File: src/design/htps_pkg.sv
// shared types, constants and widths for the heater thermal plant step block
package htps_pkg;

    localparam int TABLE_POINTS = 8;
    localparam int IDX_W = $clog2(TABLE_POINTS);
    localparam int CNT_W = $clog2(TABLE_POINTS + 1);

    localparam int TEMP_W = 20;
    localparam logic signed [TEMP_W-1:0] TEMP_MAX = 20'sd524287;
    localparam logic signed [TEMP_W-1:0] TEMP_MIN = -20'sd524288;

    localparam logic [15:0] ROOM_TEMP_RST = 16'd6400;
    localparam logic [31:0] INV_CAP_RST   = 32'd113092000;
    localparam logic [31:0] DFLT_LOSS_RST = 32'd14680;

    // milliseconds per second
    localparam logic [31:0] MS_PER_S = 32'd1000;

    // input opcodes
    localparam logic OP_LOAD = 1'b0;
    localparam logic OP_TICK = 1'b1;

    // configuration register indexes
    localparam logic [1:0] REG_ROOM_TEMP = 2'd0;
    localparam logic [1:0] REG_INV_CAP   = 2'd1;
    localparam logic [1:0] REG_DFLT_LOSS = 2'd2;

    // shared arithmetic unit widths
    localparam int ALU_A_W   = 62;
    localparam int MUL_A_W   = 52;
    localparam int ALU_B_W   = 32;
    localparam int DIGIT_W   = 16;
    localparam int PROD_W    = MUL_A_W + ALU_B_W;
    localparam int DIV_D_W   = 17;
    localparam int MUL_STEPS = ALU_B_W / DIGIT_W;
    localparam int DIV_STEPS = ALU_A_W / 2;
    localparam int STEP_W    = $clog2(DIV_STEPS + 1);

    typedef enum logic {
        ALU_MUL,
        ALU_DIV
    } alu_op_t;

    typedef struct packed {
        logic                 start;
        alu_op_t              op;
        logic [ALU_A_W-1:0]   a;
        logic [ALU_B_W-1:0]   b;
    } alu_req_t;

    typedef struct packed {
        logic                 done;
        logic [PROD_W-1:0]    prod;
        logic [ALU_A_W-1:0]   quot;
    } alu_rsp_t;

    typedef enum logic [3:0] {
        S_IDLE,
        S_SRCH0,
        S_SRCH1,
        S_SCAN,
        S_RDA,
        S_RDB,
        S_MUL1,
        S_DIV1,
        S_HEAT,
        S_MUL2,
        S_MUL3,
        S_DIV2,
        S_MUL4
    } state_t;

endpackage

File: src/design/htps_table.sv
// coefficient table: point temperatures, coefficients and fill count
module htps_table
    import htps_pkg::*;
(
    input  logic             clk,
    input  logic             rst_n,
    input  logic             wr,
    input  logic [2:0]       entry_index,
    input  logic [16:0]      entry_temp,
    input  logic [31:0]      entry_coeff,
    input  logic [IDX_W-1:0] rd_idx,
    output logic [16:0]      rd_temp,
    output logic [31:0]      rd_coeff,
    output logic [CNT_W-1:0] count
);

    logic [16:0]      temp_reg  [TABLE_POINTS];
    logic [31:0]      coeff_reg [TABLE_POINTS];
    logic [CNT_W-1:0] count_reg;
    logic [CNT_W-1:0] count_next;
    logic             in_range;

    assign in_range = (32'(entry_index) < TABLE_POINTS);

    always_comb
    begin
        count_next = count_reg;
        if (wr && in_range)
        begin
            count_next = CNT_W'(32'(entry_index) + 32'd1);
        end
    end

    always_ff @(posedge clk or negedge rst_n)
    begin
        if (!rst_n)
        begin
            count_reg <= '0;
        end
        else
        begin
            count_reg <= count_next;
        end
    end

    // no reset: entries are undefined until loaded
    always_ff @(posedge clk)
    begin
        if (wr && in_range)
        begin
            temp_reg[IDX_W'(entry_index)]  <= entry_temp;
            coeff_reg[IDX_W'(entry_index)] <= entry_coeff;
        end
    end

    assign rd_temp  = temp_reg[rd_idx];
    assign rd_coeff = coeff_reg[rd_idx];
    assign count    = count_reg;

endmodule

File: src/design/htps_alu.sv
// shared multi-cycle unit: 16-bit-digit multiply and radix-4 restoring divide
module htps_alu
    import htps_pkg::*;
(
    input  logic     clk,
    input  logic     rst_n,
    input  alu_req_t req,
    output alu_rsp_t rsp
);

    logic                busy_reg, busy_next;
    logic                done_reg, done_next;
    alu_op_t             op_reg, op_next;
    logic [STEP_W-1:0]   cnt_reg, cnt_next;
    logic [ALU_A_W-1:0]  a_reg, a_next;
    logic [ALU_B_W-1:0]  b_reg, b_next;
    logic [PROD_W-1:0]   acc_reg, acc_next;
    logic [DIV_D_W-1:0]  rem_reg, rem_next;
    logic [MUL_A_W+DIGIT_W-1:0] part_prod;

    assign part_prod = a_reg[MUL_A_W-1:0] * b_reg[ALU_B_W-1 -: DIGIT_W];

    always_comb
    begin
        logic [DIV_D_W:0]   r;
        logic [ALU_A_W-1:0] n;
        busy_next = busy_reg;
        done_next = 1'b0;
        op_next   = op_reg;
        cnt_next  = cnt_reg;
        a_next    = a_reg;
        b_next    = b_reg;
        acc_next  = acc_reg;
        rem_next  = rem_reg;
        r         = {1'b0, rem_reg};
        n         = a_reg;
        if (!busy_reg)
        begin
            if (req.start)
            begin
                busy_next = 1'b1;
                op_next   = req.op;
                a_next    = req.a;
                b_next    = req.b;
                acc_next  = '0;
                rem_next  = '0;
                cnt_next  = (req.op == ALU_MUL) ? STEP_W'(MUL_STEPS - 1)
                                                : STEP_W'(DIV_STEPS - 1);
            end
        end
        else
        begin
            case (op_reg)
                ALU_MUL:
                begin
                    // most significant digit first
                    acc_next = {acc_reg[PROD_W-DIGIT_W-1:0], {DIGIT_W{1'b0}}}
                             + PROD_W'(part_prod);
                    b_next   = {b_reg[ALU_B_W-DIGIT_W-1:0], {DIGIT_W{1'b0}}};
                end
                ALU_DIV:
                begin
                    // two restoring steps; quotient bits shift into a_reg
                    for (int j = 0; j < 2; j++)
                    begin
                        r = {r[DIV_D_W-1:0], n[ALU_A_W-1]};
                        n = {n[ALU_A_W-2:0], 1'b0};
                        if (r >= {1'b0, b_reg[DIV_D_W-1:0]})
                        begin
                            r    = r - {1'b0, b_reg[DIV_D_W-1:0]};
                            n[0] = 1'b1;
                        end
                    end
                    a_next   = n;
                    rem_next = r[DIV_D_W-1:0];
                end
                default:
                begin
                    acc_next = acc_reg;
                end
            endcase
            if (cnt_reg == '0)
            begin
                busy_next = 1'b0;
                done_next = 1'b1;
            end
            else
            begin
                cnt_next = cnt_reg - STEP_W'(1);
            end
        end
    end

    always_ff @(posedge clk or negedge rst_n)
    begin
        if (!rst_n)
        begin
            busy_reg <= 1'b0;
            done_reg <= 1'b0;
            op_reg   <= ALU_MUL;
            cnt_reg  <= '0;
        end
        else
        begin
            busy_reg <= busy_next;
            done_reg <= done_next;
            op_reg   <= op_next;
            cnt_reg  <= cnt_next;
        end
    end

    always_ff @(posedge clk)
    begin
        a_reg   <= a_next;
        b_reg   <= b_next;
        acc_reg <= acc_next;
        rem_reg <= rem_next;
    end

    assign rsp.done = done_reg;
    assign rsp.prod = acc_reg;
    assign rsp.quot = a_reg;

endmodule

File: src/design/heater_thermal_plant_step_core.sv
// top level: sequencer for table load, coefficient interpolation and euler step
//
//  channel   | handshake              | payload
//  ----------+------------------------+-------------------------------------------
//  command   | start / busy           | op, entry_index, entry_temp, entry_coeff,
//            |                        | power, elapsed_ms
//  result    | done (one-cycle pulse) | plate_temp, loss_coeff_used, saturated
//  config    | cfg_write              | cfg_index, cfg_data
//
//  a load transaction is answered at once; busy stays low and done follows next cycle
//  a tick transaction raises done after its accepting edge once the shared unit has
//  run three or four multiplies and one or two divides, with a segment search of
//  table reads ahead of the interpolation
//  busy is high from the cycle after a tick is taken until the cycle before done
//  reset clears control state and loads the register defaults; plate temp = room
//  the result receiver cannot stall; done lasts exactly one cycle
module heater_thermal_plant_step_core
    import htps_pkg::*;
(
    input  logic                     clk,
    input  logic                     rst_n,
    input  logic                     start,
    output logic                     busy,
    output logic                     done,
    input  logic                     op,
    input  logic [2:0]               entry_index,
    input  logic [16:0]              entry_temp,
    input  logic [31:0]              entry_coeff,
    input  logic [15:0]              power,
    input  logic [15:0]              elapsed_ms,
    output logic signed [TEMP_W-1:0] plate_temp,
    output logic [31:0]              loss_coeff_used,
    output logic                     saturated,
    input  logic                     cfg_write,
    input  logic [1:0]               cfg_index,
    input  logic [31:0]              cfg_data
);

    // configuration registers
    logic [14:0] room_reg;
    logic [31:0] inv_reg;
    logic [31:0] dflt_reg;

    // sequencer and datapath registers
    state_t                   state_reg, state_next;
    logic signed [TEMP_W-1:0] plate_reg, plate_next;
    logic [15:0]              power_reg, power_next;
    logic [15:0]              ms_reg, ms_next;
    logic [IDX_W-1:0]         idx_reg, idx_next;
    logic [16:0]              x1_reg, x1_next;
    logic [31:0]              y1_reg, y1_next;
    logic [16:0]              den_reg, den_next;
    logic                     neg_reg, neg_next;
    logic [31:0]              k_reg, k_next;
    logic [31:0]              loss_reg, loss_next;
    logic                     sat_reg, sat_next;
    logic                     done_reg, done_next;

    // table port
    logic                     tbl_wr;
    logic [IDX_W-1:0]         rd_idx;
    logic [16:0]              rd_temp;
    logic [31:0]              rd_coeff;
    logic [CNT_W-1:0]         count;
    logic [IDX_W-1:0]         last_idx;
    logic [IDX_W-1:0]         prev_idx;

    // shared unit
    alu_req_t                 alu_req;
    alu_rsp_t                 alu_rsp;

    // compares driving the segment search
    logic signed [20:0]       x_s;
    logic signed [20:0]       rd_s;
    logic                     take;
    logic                     few_points;
    logic                     x_le_rd;
    logic                     x_ge_rd;
    logic                     x_lt_rd;

    // arithmetic intermediates
    logic signed [20:0]       dx;
    logic signed [32:0]       dy;
    logic signed [17:0]       den;
    logic [20:0]              dx_mag;
    logic [32:0]              dy_mag;
    logic [17:0]              den_mag;
    logic signed [55:0]       y1_s;
    logic signed [55:0]       quot_s;
    logic signed [55:0]       v;
    logic [31:0]              v_clamp;
    logic signed [20:0]       tr;
    logic [20:0]              tr_mag;
    logic signed [46:0]       pw_s;
    logic signed [46:0]       s_s;
    logic signed [46:0]       q;
    logic [46:0]              q_mag;
    logic signed [45:0]       dm_s;
    logic signed [45:0]       t46;
    logic signed [45:0]       nt;

    assign take       = start && !busy;
    assign busy       = (state_reg != S_IDLE);
    assign tbl_wr     = take && (op == OP_LOAD);
    assign last_idx   = IDX_W'(count - CNT_W'(1));
    assign prev_idx   = IDX_W'(count - CNT_W'(2));
    assign few_points = (count < CNT_W'(2));

    assign x_s     = {plate_reg[TEMP_W-1], plate_reg};
    assign rd_s    = $signed({4'b0, rd_temp});
    assign x_le_rd = (x_s <= rd_s);
    assign x_ge_rd = (x_s >= rd_s);
    assign x_lt_rd = (x_s < rd_s);

    // segment end points: x1/y1 held, x2/y2 from the table read
    assign dx      = x_s - $signed({4'b0, x1_reg});
    assign dy      = $signed({1'b0, rd_coeff}) - $signed({1'b0, y1_reg});
    assign den     = $signed({1'b0, rd_temp}) - $signed({1'b0, x1_reg});
    assign dx_mag  = dx[20] ? 21'(-dx) : 21'(dx);
    assign dy_mag  = dy[32] ? 33'(-dy) : 33'(dy);
    assign den_mag = den[17] ? 18'(-den) : 18'(den);

    // interpolated coefficient, clamped to the unsigned 32-bit range
    assign y1_s    = $signed({24'b0, y1_reg});
    assign quot_s  = $signed({2'b0, alu_rsp.quot[53:0]});
    assign v       = neg_reg ? (y1_s - quot_s) : (y1_s + quot_s);
    assign v_clamp = v[55] ? 32'd0 : ((v[54:32] != '0) ? 32'hFFFF_FFFF : v[31:0]);

    // rise over room and net heat flow in q.16 watts
    assign tr      = x_s - $signed({6'b0, room_reg});
    assign tr_mag  = tr[20] ? 21'(-tr) : 21'(tr);
    assign pw_s    = $signed({23'b0, power_reg, 8'b0});
    assign s_s     = $signed({3'b0, alu_rsp.prod[51:8]});
    assign q       = neg_reg ? (pw_s + s_s) : (pw_s - s_s);
    assign q_mag   = q[46] ? 47'(-q) : 47'(q);

    // temperature step and new temperature before saturation
    assign dm_s    = $signed({2'b0, alu_rsp.prod[PROD_W-1:40]});
    assign t46     = $signed({{25{x_s[20]}}, x_s});
    assign nt      = neg_reg ? (t46 - dm_s) : (t46 + dm_s);

    htps_table u_table (
        .clk         (clk),
        .rst_n       (rst_n),
        .wr          (tbl_wr),
        .entry_index (entry_index),
        .entry_temp  (entry_temp),
        .entry_coeff (entry_coeff),
        .rd_idx      (rd_idx),
        .rd_temp     (rd_temp),
        .rd_coeff    (rd_coeff),
        .count       (count)
    );

    htps_alu u_alu (
        .clk   (clk),
        .rst_n (rst_n),
        .req   (alu_req),
        .rsp   (alu_rsp)
    );

    // table read address follows the search step
    always_comb
    begin
        case (state_reg)
            S_SRCH0: rd_idx = '0;
            S_SRCH1: rd_idx = last_idx;
            S_RDB:   rd_idx = idx_reg + IDX_W'(1);
            default: rd_idx = idx_reg;
        endcase
    end

    // next state
    always_comb
    begin
        state_next = state_reg;
        case (state_reg)
            S_IDLE:
            begin
                if (take && (op == OP_TICK))
                begin
                    state_next = S_SRCH0;
                end
            end
            S_SRCH0:
            begin
                if (few_points)
                begin
                    state_next = S_HEAT;
                end
                else if (x_le_rd)
                begin
                    state_next = S_RDA;
                end
                else
                begin
                    state_next = S_SRCH1;
                end
            end
            S_SRCH1:
            begin
                state_next = x_ge_rd ? S_RDA : S_SCAN;
            end
            S_SCAN:
            begin
                if (x_lt_rd || (idx_reg == last_idx))
                begin
                    state_next = S_RDA;
                end
            end
            S_RDA:
            begin
                state_next = S_RDB;
            end
            S_RDB:
            begin
                state_next = (rd_temp == x1_reg) ? S_HEAT : S_MUL1;
            end
            S_MUL1:
            begin
                if (alu_rsp.done)
                begin
                    state_next = S_DIV1;
                end
            end
            S_DIV1:
            begin
                if (alu_rsp.done)
                begin
                    state_next = S_HEAT;
                end
            end
            S_HEAT:
            begin
                state_next = S_MUL2;
            end
            S_MUL2:
            begin
                if (alu_rsp.done)
                begin
                    state_next = S_MUL3;
                end
            end
            S_MUL3:
            begin
                if (alu_rsp.done)
                begin
                    state_next = S_DIV2;
                end
            end
            S_DIV2:
            begin
                if (alu_rsp.done)
                begin
                    state_next = S_MUL4;
                end
            end
            S_MUL4:
            begin
                if (alu_rsp.done)
                begin
                    state_next = S_IDLE;
                end
            end
            default:
            begin
                state_next = S_IDLE;
            end
        endcase
    end

    // datapath updates and shared unit requests
    always_comb
    begin
        plate_next    = plate_reg;
        power_next    = power_reg;
        ms_next       = ms_reg;
        idx_next      = idx_reg;
        x1_next       = x1_reg;
        y1_next       = y1_reg;
        den_next      = den_reg;
        neg_next      = neg_reg;
        k_next        = k_reg;
        loss_next     = loss_reg;
        sat_next      = sat_reg;
        done_next     = 1'b0;
        alu_req.start = 1'b0;
        alu_req.op    = ALU_MUL;
        alu_req.a     = '0;
        alu_req.b     = '0;
        case (state_reg)
            S_IDLE:
            begin
                if (take)
                begin
                    power_next = power;
                    ms_next    = elapsed_ms;
                    if (op == OP_LOAD)
                    begin
                        // load answers at once with the unchanged temperature
                        loss_next = '0;
                        sat_next  = 1'b0;
                        done_next = 1'b1;
                    end
                end
            end
            S_SRCH0:
            begin
                if (count == '0)
                begin
                    k_next = dflt_reg;
                end
                else if (count == CNT_W'(1))
                begin
                    k_next = rd_coeff;
                end
                else if (x_le_rd)
                begin
                    idx_next = '0;
                end
            end
            S_SRCH1:
            begin
                idx_next = x_ge_rd ? prev_idx : IDX_W'(1);
            end
            S_SCAN:
            begin
                if (x_lt_rd)
                begin
                    idx_next = idx_reg - IDX_W'(1);
                end
                else if (idx_reg == last_idx)
                begin
                    idx_next = prev_idx;
                end
                else
                begin
                    idx_next = idx_reg + IDX_W'(1);
                end
            end
            S_RDA:
            begin
                x1_next = rd_temp;
                y1_next = rd_coeff;
            end
            S_RDB:
            begin
                if (rd_temp == x1_reg)
                begin
                    // flat segment keeps the left coefficient
                    k_next = y1_reg;
                end
                else
                begin
                    den_next      = den_mag[16:0];
                    neg_next      = dx[20] ^ dy[32] ^ den[17];
                    alu_req.start = 1'b1;
                    alu_req.op    = ALU_MUL;
                    alu_req.a     = ALU_A_W'(dx_mag);
                    alu_req.b     = dy_mag[31:0];
                end
            end
            S_MUL1:
            begin
                if (alu_rsp.done)
                begin
                    alu_req.start = 1'b1;
                    alu_req.op    = ALU_DIV;
                    alu_req.a     = ALU_A_W'(alu_rsp.prod[51:0]);
                    alu_req.b     = ALU_B_W'(den_reg);
                end
            end
            S_DIV1:
            begin
                if (alu_rsp.done)
                begin
                    k_next = v_clamp;
                end
            end
            S_HEAT:
            begin
                neg_next      = tr[20];
                alu_req.start = 1'b1;
                alu_req.op    = ALU_MUL;
                alu_req.a     = ALU_A_W'(tr_mag);
                alu_req.b     = k_reg;
            end
            S_MUL2:
            begin
                if (alu_rsp.done)
                begin
                    // sign of the energy follows the heat flow
                    neg_next      = q[46];
                    alu_req.start = 1'b1;
                    alu_req.op    = ALU_MUL;
                    alu_req.a     = ALU_A_W'(q_mag);
                    alu_req.b     = ALU_B_W'(ms_reg);
                end
            end
            S_MUL3:
            begin
                if (alu_rsp.done)
                begin
                    alu_req.start = 1'b1;
                    alu_req.op    = ALU_DIV;
                    alu_req.a     = alu_rsp.prod[ALU_A_W-1:0];
                    alu_req.b     = MS_PER_S;
                end
            end
            S_DIV2:
            begin
                if (alu_rsp.done)
                begin
                    alu_req.start = 1'b1;
                    alu_req.op    = ALU_MUL;
                    alu_req.a     = ALU_A_W'(alu_rsp.quot[MUL_A_W-1:0]);
                    alu_req.b     = inv_reg;
                end
            end
            S_MUL4:
            begin
                if (alu_rsp.done)
                begin
                    loss_next = k_reg;
                    done_next = 1'b1;
                    if (nt > 46'(TEMP_MAX))
                    begin
                        plate_next = TEMP_MAX;
                        sat_next   = 1'b1;
                    end
                    else if (nt < 46'(TEMP_MIN))
                    begin
                        plate_next = TEMP_MIN;
                        sat_next   = 1'b1;
                    end
                    else
                    begin
                        plate_next = nt[TEMP_W-1:0];
                        sat_next   = 1'b0;
                    end
                end
            end
            default:
            begin
                done_next = 1'b0;
            end
        endcase
    end

    always_ff @(posedge clk or negedge rst_n)
    begin
        if (!rst_n)
        begin
            state_reg <= S_IDLE;
            done_reg  <= 1'b0;
            plate_reg <= TEMP_W'(ROOM_TEMP_RST);
            room_reg  <= ROOM_TEMP_RST[14:0];
            inv_reg   <= INV_CAP_RST;
            dflt_reg  <= DFLT_LOSS_RST;
            loss_reg  <= '0;
            sat_reg   <= 1'b0;
        end
        else
        begin
            state_reg <= state_next;
            done_reg  <= done_next;
            plate_reg <= plate_next;
            loss_reg  <= loss_next;
            sat_reg   <= sat_next;
            if (cfg_write)
            begin
                case (cfg_index)
                    REG_ROOM_TEMP: room_reg <= cfg_data[14:0];
                    REG_INV_CAP:   inv_reg  <= cfg_data;
                    REG_DFLT_LOSS: dflt_reg <= cfg_data;
                    default:       room_reg <= room_reg;
                endcase
            end
        end
    end

    always_ff @(posedge clk)
    begin
        power_reg <= power_next;
        ms_reg    <= ms_next;
        idx_reg   <= idx_next;
        x1_reg    <= x1_next;
        y1_reg    <= y1_next;
        den_reg   <= den_next;
        neg_reg   <= neg_next;
        k_reg     <= k_next;
    end

    assign done            = done_reg;
    assign plate_temp      = plate_reg;
    assign loss_coeff_used = loss_reg;
    assign saturated       = sat_reg;

`ifndef SYNTHESIS
    // a load answers in the next cycle with no coefficient and no clipping
    a_load_response: assert property (@(posedge clk) disable iff (!rst_n)
        (take && (op == OP_LOAD)) |=> (done && (loss_coeff_used == '0) && !saturated))
        else $error("load transaction did not answer in the next cycle");

    // a clipped result sits on one of the range limits
    a_sat_limit: assert property (@(posedge clk) disable iff (!rst_n)
        (done && saturated) |-> ((plate_temp == TEMP_MAX) || (plate_temp == TEMP_MIN)))
        else $error("saturated result not at a range limit");

    // shared unit finishes only while the sequencer waits for it
    a_alu_done_wait: assert property (@(posedge clk) disable iff (!rst_n)
        alu_rsp.done |-> ((state_reg == S_MUL1) || (state_reg == S_DIV1) ||
                          (state_reg == S_MUL2) || (state_reg == S_MUL3) ||
                          (state_reg == S_DIV2) || (state_reg == S_MUL4)))
        else $error("shared unit finished outside a wait state");

    // a tick holds the block busy and gives no result in the next cycle
    a_tick_busy: assert property (@(posedge clk) disable iff (!rst_n)
        (take && (op == OP_TICK)) |=> (busy && !done))
        else $error("tick transaction did not raise busy");
`endif

endmodule

File: config.mk
export PLATFORM = sky130hd
export DESIGN_NAME = heater_thermal_plant_step_core
export DESIGN_NICKNAME = d
export VERILOG_FILES = /design/src/design/htps_pkg.sv /design/src/design/htps_table.sv /design/src/design/htps_alu.sv /design/src/design/heater_thermal_plant_step_core.sv
export SDC_FILE = /design/constraint.sdc
export NUM_CORES = 2
export LEC_CHECK = 0
export BUFFER_PORTS_ARGS = -buffer_cell sky130_fd_sc_hd__buf_4
export CAP_MARGIN = 20
export CORE_MARGIN = 10
export CORE_UTILIZATION = 44
export DETAILED_ROUTE_END_ITERATION = 7
export GPL_TIMING_DRIVEN = 0
export PLACE_DENSITY = 0.61
export SLEW_MARGIN = 20
export SYNTH_ARGS = -nofsm -noshare
export SYNTH_HDL_FRONTEND = slang
export SYNTH_HIERARCHICAL = 1
export SYNTH_SLANG_ARGS = --single-unit
File: constraint.sdc
create_clock -name clk -period 14.2 [get_ports clk]
set_input_delay 0.71 -clock clk [delete_from_list [all_inputs] [get_ports clk]]
set_output_delay 0.71 -clock clk [all_outputs]
set_load 0.01 [all_outputs]
---- Word-level counts from Yosys, hierarchy flattened ----
Memory sizes are Yosys's and may differ from the RTL's.
Cells that the tools add are included.
operators by class
  multiply operators ...................... 1
  equal/unequal tests ..................... 37
  reduce and logical (&&, ||, !) cells .... 32
  mux-type cells .......................... 90
  div/mod/pow operators ................... 0
  add/sub/neg operators ................... 24
  bitwise operators ....................... 5
  shift-type cells ........................ 0
  order comparisons ....................... 8
operator list
  kind                    count
  $pmux W96 S6            1
  $mux W96                5
  $mux W32                13
  $mux W84                3
  $mux W62                3
  $mux W17                8
  $pmux W32 S3            1
  $mux W47                2
  $add A84 B68 Y84        1
  $mul A52 B16 Y68        1
  $pmux W32 S2            1
  $mux W56                1
  $add A32 B54 Y55        1
  $sub A32 B54 Y55        1
  $pmux W4 S13            1
  $neg A47 Y47            1
  $add A20 B45 Y46        1
  $gt A46 B20 Y1 const B  1
  $lt A46 B20 Y1 const B  1
  $mux W46                1
  $sub A20 B45 Y46        1
  $add A24 B44 Y45        1
  $sub A24 B44 Y45        1
  $mux W21                2
  54 further kinds        144
storage, ports and cells
  bits of input ports ..................... 123
  bits in read-only memories .............. 0
  register bits ........................... 478
  output and inout bits ................... 55
  memories ................................ 2
  latch bits .............................. 0
  word-level logic and storage cells ...... 225
  memory bits (writable) .................. 392
memory list
  name               depth  bits a word  rd ports  clocked after memory_dff  wr ports  RTL line          text
  u_table.coeff_reg  8      32           1         0                         1         htps_table.sv:18  logic [31:0] coeff_reg [TABLE_POINTS];
  u_table.temp_reg   8      17           1         0                         1         htps_table.sv:17  logic [16:0] temp_reg [TABLE_POINTS];

---- Depth between registers and ports, before layout ----
An unclocked memory read counts as a cell.
  word-level depth ........................ 11
  depth in mapped cells ................... 29
  depth with buffers taken out ............ 25

---- Cells and area by module ----
Netlist, hierarchy kept.
by module, submodules not included
  module                          times used  cells each  sequential area each (um2)  area each (um2)
  htps_alu                        1           4072        6055.8                      38242.9
  heater_thermal_plant_step_core  1           4114        7485.9                      32237.2
  htps_table                      1           592         11871.4                     14921.8

---- Worst setup path after synthesis ----
No wires, ideal clock.
  kind .................................... reg2reg
  start point ............................. reg state_reg[2]
  end point ............................... reg u_alu.acc_reg[0], enable pin
  cell stages (with the launch flop) ...... 22
  arrival ................................. 9.801 ns
  period minus slack after synthesis ...... 10.430 ns
  path slack .............................. 3.770 ns
  data required time ...................... 13.570 ns
  cells stage by stage .................... dfrtp_1 > clkbuf_1 > nand2b_1 > clkbuf_1 > nor2_1 > clkbuf_1 > nand2_1 > o221ai_1 > buf_2 > clkbuf_1 > mux4_2 > mux2_2 > ha_1 > and4_1 > nand3_1 > nor4_1 > nand2b_1 > clkbuf_1 > clkbuf_1 > o211ai_1 > nor2_1 > a21oi_1
RTL lines
  element                 RTL line                               text
  from (decl)             heater_thermal_plant_step_core.sv:45   state_t state_reg, state_next;
  from (signal assigned)  heater_thermal_plant_step_core.sv:465  state_reg <= state_next;
  to (signal assigned)    htps_alu.sv:116                        acc_reg <= acc_next;
  to (decl)               htps_alu.sv:17                         logic [PROD_W-1:0] acc_reg, acc_next;

---- Final worst setup path ----
  start point ............................. reg neg_reg
  end point ............................... reg plate_reg[0], in the netlist plate_temp[0]
between the ends
  longest elaborated chain between the ends .. 4
  elaborated cells on any way between the ends .. 5
  those cells by class .................... order compare (2); mux (3)
RTL lines
  element                 RTL line                               text
  from (decl)             heater_thermal_plant_step_core.sv:53   logic neg_reg, neg_next;
  from (signal assigned)  heater_thermal_plant_step_core.sv:490  neg_reg <= neg_next;
  $mux W46 *              heater_thermal_plant_step_core.sv:140  assign nt = neg_reg ? (t46 - dm_s) : (t46 + dm_s);
  $lt A46 B20 Y1          heater_thermal_plant_step_core.sv:431  else if (nt < 46'(TEMP_MIN))
  $mux W20                heater_thermal_plant_step_core.sv:431
  $mux W20 *              heater_thermal_plant_step_core.sv:426  if (nt > 46'(TEMP_MAX))
  to (signal assigned)    heater_thermal_plant_step_core.sv:456  plate_reg <= TEMP_W'(ROOM_TEMP_RST);
  to (signal assigned)    heater_thermal_plant_step_core.sv:467  plate_reg <= plate_next;
  to (decl)               heater_thermal_plant_step_core.sv:46   logic signed [TEMP_W-1:0] plate_reg, plate_next;
Mark *: on every way between the ends. The rest lies on a longest branch, timed or not.
A chain may end at the register's enable or synchronous reset.

==> results.toml <==
[run_status]
outcome = "finished clean"

[grt]
grt_pass1_wl_mm = 480
grt_max_degree = 87
grt_usage_pct = 30.7
gr-total-overflow = 0
antenna_found_initial = 26
grt_pass1_vias = 70600

[logic_synthesis]
yosys-top-cells-count = "1167 x inv_1, 982 x nand2_1, 760 x fa_1"
yosysTopAreaCell = "edfxtp_1"
ys_warn_count = 6
ys_ff_latch = 870
synth.area.top_cells = "edfxtp_1 25%, fa_1 18%, ha_1 6.5%"
synthArstFlopShare_pct = 17.1
ys_types = 120
synth_area_mm2 = 0.0854
postSynthCellCount = 8778
synth_edf_count = 721
avgSynthCellArea_um2 = 9.73
synth_most_common_cell = "inv_1"
yosysTopAreaCellShare_pct = 25.4
synth_fp_nets = 10100
synth_ff_type = "edfxtp_1"
seq_area_frac_synth_pct = 29.8

[route]
num_vias = 69700
drtIter0Drc = 6461
ant_nets = 0
wl_per_cell_um = 28.3
vias_per_cell = 5.94
drc_errors = 0
wl_mm = 332
drt_pre_antenna_iters = 7

[cells_and_area]
largest_reg_flops = 256
layout-drive-gt1-share_pct = 9.77
finalNonFillerCells = 11700
area_delta_synth_final_pct = 10.3
finalInstanceArea_mm2 = 0.0942
layout.nets = 10400
fin_util_pct = 48.8

[clock_network]
clk_latency_ns = 0.78
clk_pin_slew_ns = 0.07
cts_made_buffers = 94
cts_htree_levels = 3
cts.sinks = 870
cts_setup_buffers = 0
cts_root_buf = "clkbuf_16"
cts_tree = "built"
clock_path_buffers = 3

[worst_setup_path]
r2r_cells = 25
r2r_slack_ns = 2.57
worstPathRequired_ns = 14.87
r2r_start = "neg_reg$_DFFE_PP_"
crit_type = "reg2reg"
cp_slowest_cell = "clkbuf_1"
r2r-end = "plate_temp[0]$_DFFE_PN0P_"
endpoint_kind = "flip-flop"
max_stage_delay_ns = 0.92
cp_common_cell = "clkbuf_1"
cp-start-kind = "flip-flop"
arrival_ns = 12.30
cp_max_fo = 10

[placed_design]
pre_cts_slack_ns = 2.53
dp_cells = 11500
place.port_buffers = 177
placed_cell_area_mm2 = 0.0908
dp_hpwl_mm = 269
gp_congestion = 1.01

[timing]
setup_viol = 0
min_period_ns = 11.63
fin_crit_sh_pct = 81.9
finalHoldViolations = 0
fin_skew_ns = 0.0920
fmax_ghz = 0.0860
grt_setup_unrepaired = "false"
tightest_slew_ns = 1.35
max-slew-margin-rel_pct = 9.87
drv_slew = 0
fin_ws_ns = 2.57

[hold_path]
whs_path_depth = 1
holdPathEnd = "ms_reg[13]$_DFFE_PP_"
worst_hold_path_type = "in2reg"
worstHoldStart = "elapsed_ms[13]"

[job]
max_cap_violations = 0

[floorplan]
ios = 178
die_h_um = 461
die_w_um = 461
core_area_mm2 = 0.193
rows = 161
start_util_pct = 44.3
die_area_mm2 = 0.212
## metal layers
metal | GRT usage (%) | vias up | wire, µm
li1 | - | 30700 | -
met1 | 37.7 | 35100 | 128000
met2 | 50.7 | 3098 | 156000
met3 | 5.76 | 784 | 25800
met4 | 17.2 | 20 | 22200
met5 | 0 | - | 137
## layout make-up
class	instances	area, µm²
antenna	14	35.0
buffer	459	1900
clock buffer	129	2730
clock inverter	49	541
fill	17900	98600
inverter	1169	4390
multi-input combinational	6280	53800
sequential	870	25400
tap	2526	3160
timing repair buffer	234	2160
## metrics by stage
| stage | hold WS, ns | setup TNS [ns] |
|---|---|---|
| CTS | 0.0746 | 0 |
| global placement | 0.477 | -302.34 |
| floorplan | 0.414 | 0 |
| finish | 0.125 | 0 |
| detailed placement | 0.475 | 0 |
| global route | 0.119 | 0 |
## worst max path at each step
stage | to | cells past startpoint | slack (ns) | from
floorplan | u_alu/acc_reg[0]$_SDFFCE_PN0P_ | 21 | 3.77 | state_reg[2]$_DFFE_PN0P_
global placement | u_alu/acc_reg[33]$_SDFFCE_PN0P_ | 21 | -2.42 | state_reg[2]$_DFFE_PN0P_
detailed placement | plate_temp[13]$_DFFE_PN0P_ | 25 | 2.53 | neg_reg$_DFFE_PP_
CTS | plate_temp[13]$_DFFE_PN0P_ | 25 | 2.47 | neg_reg$_DFFE_PP_
global route | plate_temp[2]$_DFFE_PN0P_ | 25 | 2.49 | neg_reg$_DFFE_PP_
finish | plate_temp[0]$_DFFE_PN0P_ | 25 | 2.57 | neg_reg$_DFFE_PP_
## kinds of logic after synthesis
group                      Yosys count  synth area share, %
xor gates and xnor gates           450                 4.66
buffers and inverters             1628                 7.34
AOI/OAI and AO/OA                 1654                 13.0
DFF                                870                 29.8
muxes                              344                 5.78
adders and majority gates         1203                 24.3
and+or+nand+nor                   2629                 15.2
## cells in the final DEF, fill, tap and decap left out, types with 47 or more instances in the layout
| master | Yosys | layout |
|---|---|---|
| inv_1 | 1167 | 1167 |
| nand2_1 | 982 | 981 |
| fa_1 | 760 | 760 |
| edfxtp_1 | 721 | 721 |
| a21oi_1 | 447 | 445 |
| ha_1 | 443 | 443 |
| and2_1 | 431 | 431 |
| nor2_1 | 419 | 412 |
| clkbuf_1 | 377 | 385 |
| xnor2_1 | 301 | 301 |
| o21ai_0 | 299 | 298 |
| mux2_2 | 207 | 207 |
| buf_4 | 4 | 197 |
| xor2_1 | 145 | 145 |
| nor3_1 | 136 | 132 |
| nand3_1 | 126 | 126 |
| dfrtp_1 | 122 | 121 |
| a21o_1 | 110 | 110 |
| nor2b_1 | 103 | 103 |
| clkbuf_16 | 0 | 99 |
| mux4_2 | 98 | 98 |
| nand2b_1 | 71 | 71 |
| nand4_1 | 71 | 71 |
| a31oi_1 | 68 | 68 |
| a22oi_1 | 63 | 63 |
| o211ai_1 | 62 | 62 |
| or3_1 | 55 | 55 |
| buf_2 | 44 | 54 |
| a211oi_1 | 52 | 51 |
| o21a_1 | 50 | 50 |
| o21bai_1 | 47 | 47 |
| and3_1 | 48 | 47 |
## repair_timing
| item | in CTS | in global routing |
|---|---|---|
| resized for setup | 0 | 0 |
| endpoints found under the hold margin | 53 | 0 |
| hold buffers | 1 | 0 |
## worst max-delay path, delay by kind of cell, from the launching register on
kind,cells,cell delay [ns]
adders and majority gates,1,0.44
muxes,1,0.58
DFF,1,0.53
and+or+nand+nor,5,1.72
buffers and inverters,11,6.49
xor gates and xnor gates,1,0.17
AOI/OAI and AO/OA,6,1.58
Power is not shown: default switching activity piles up to over one toggle a cycle in this logic, so the estimate is an artifact.
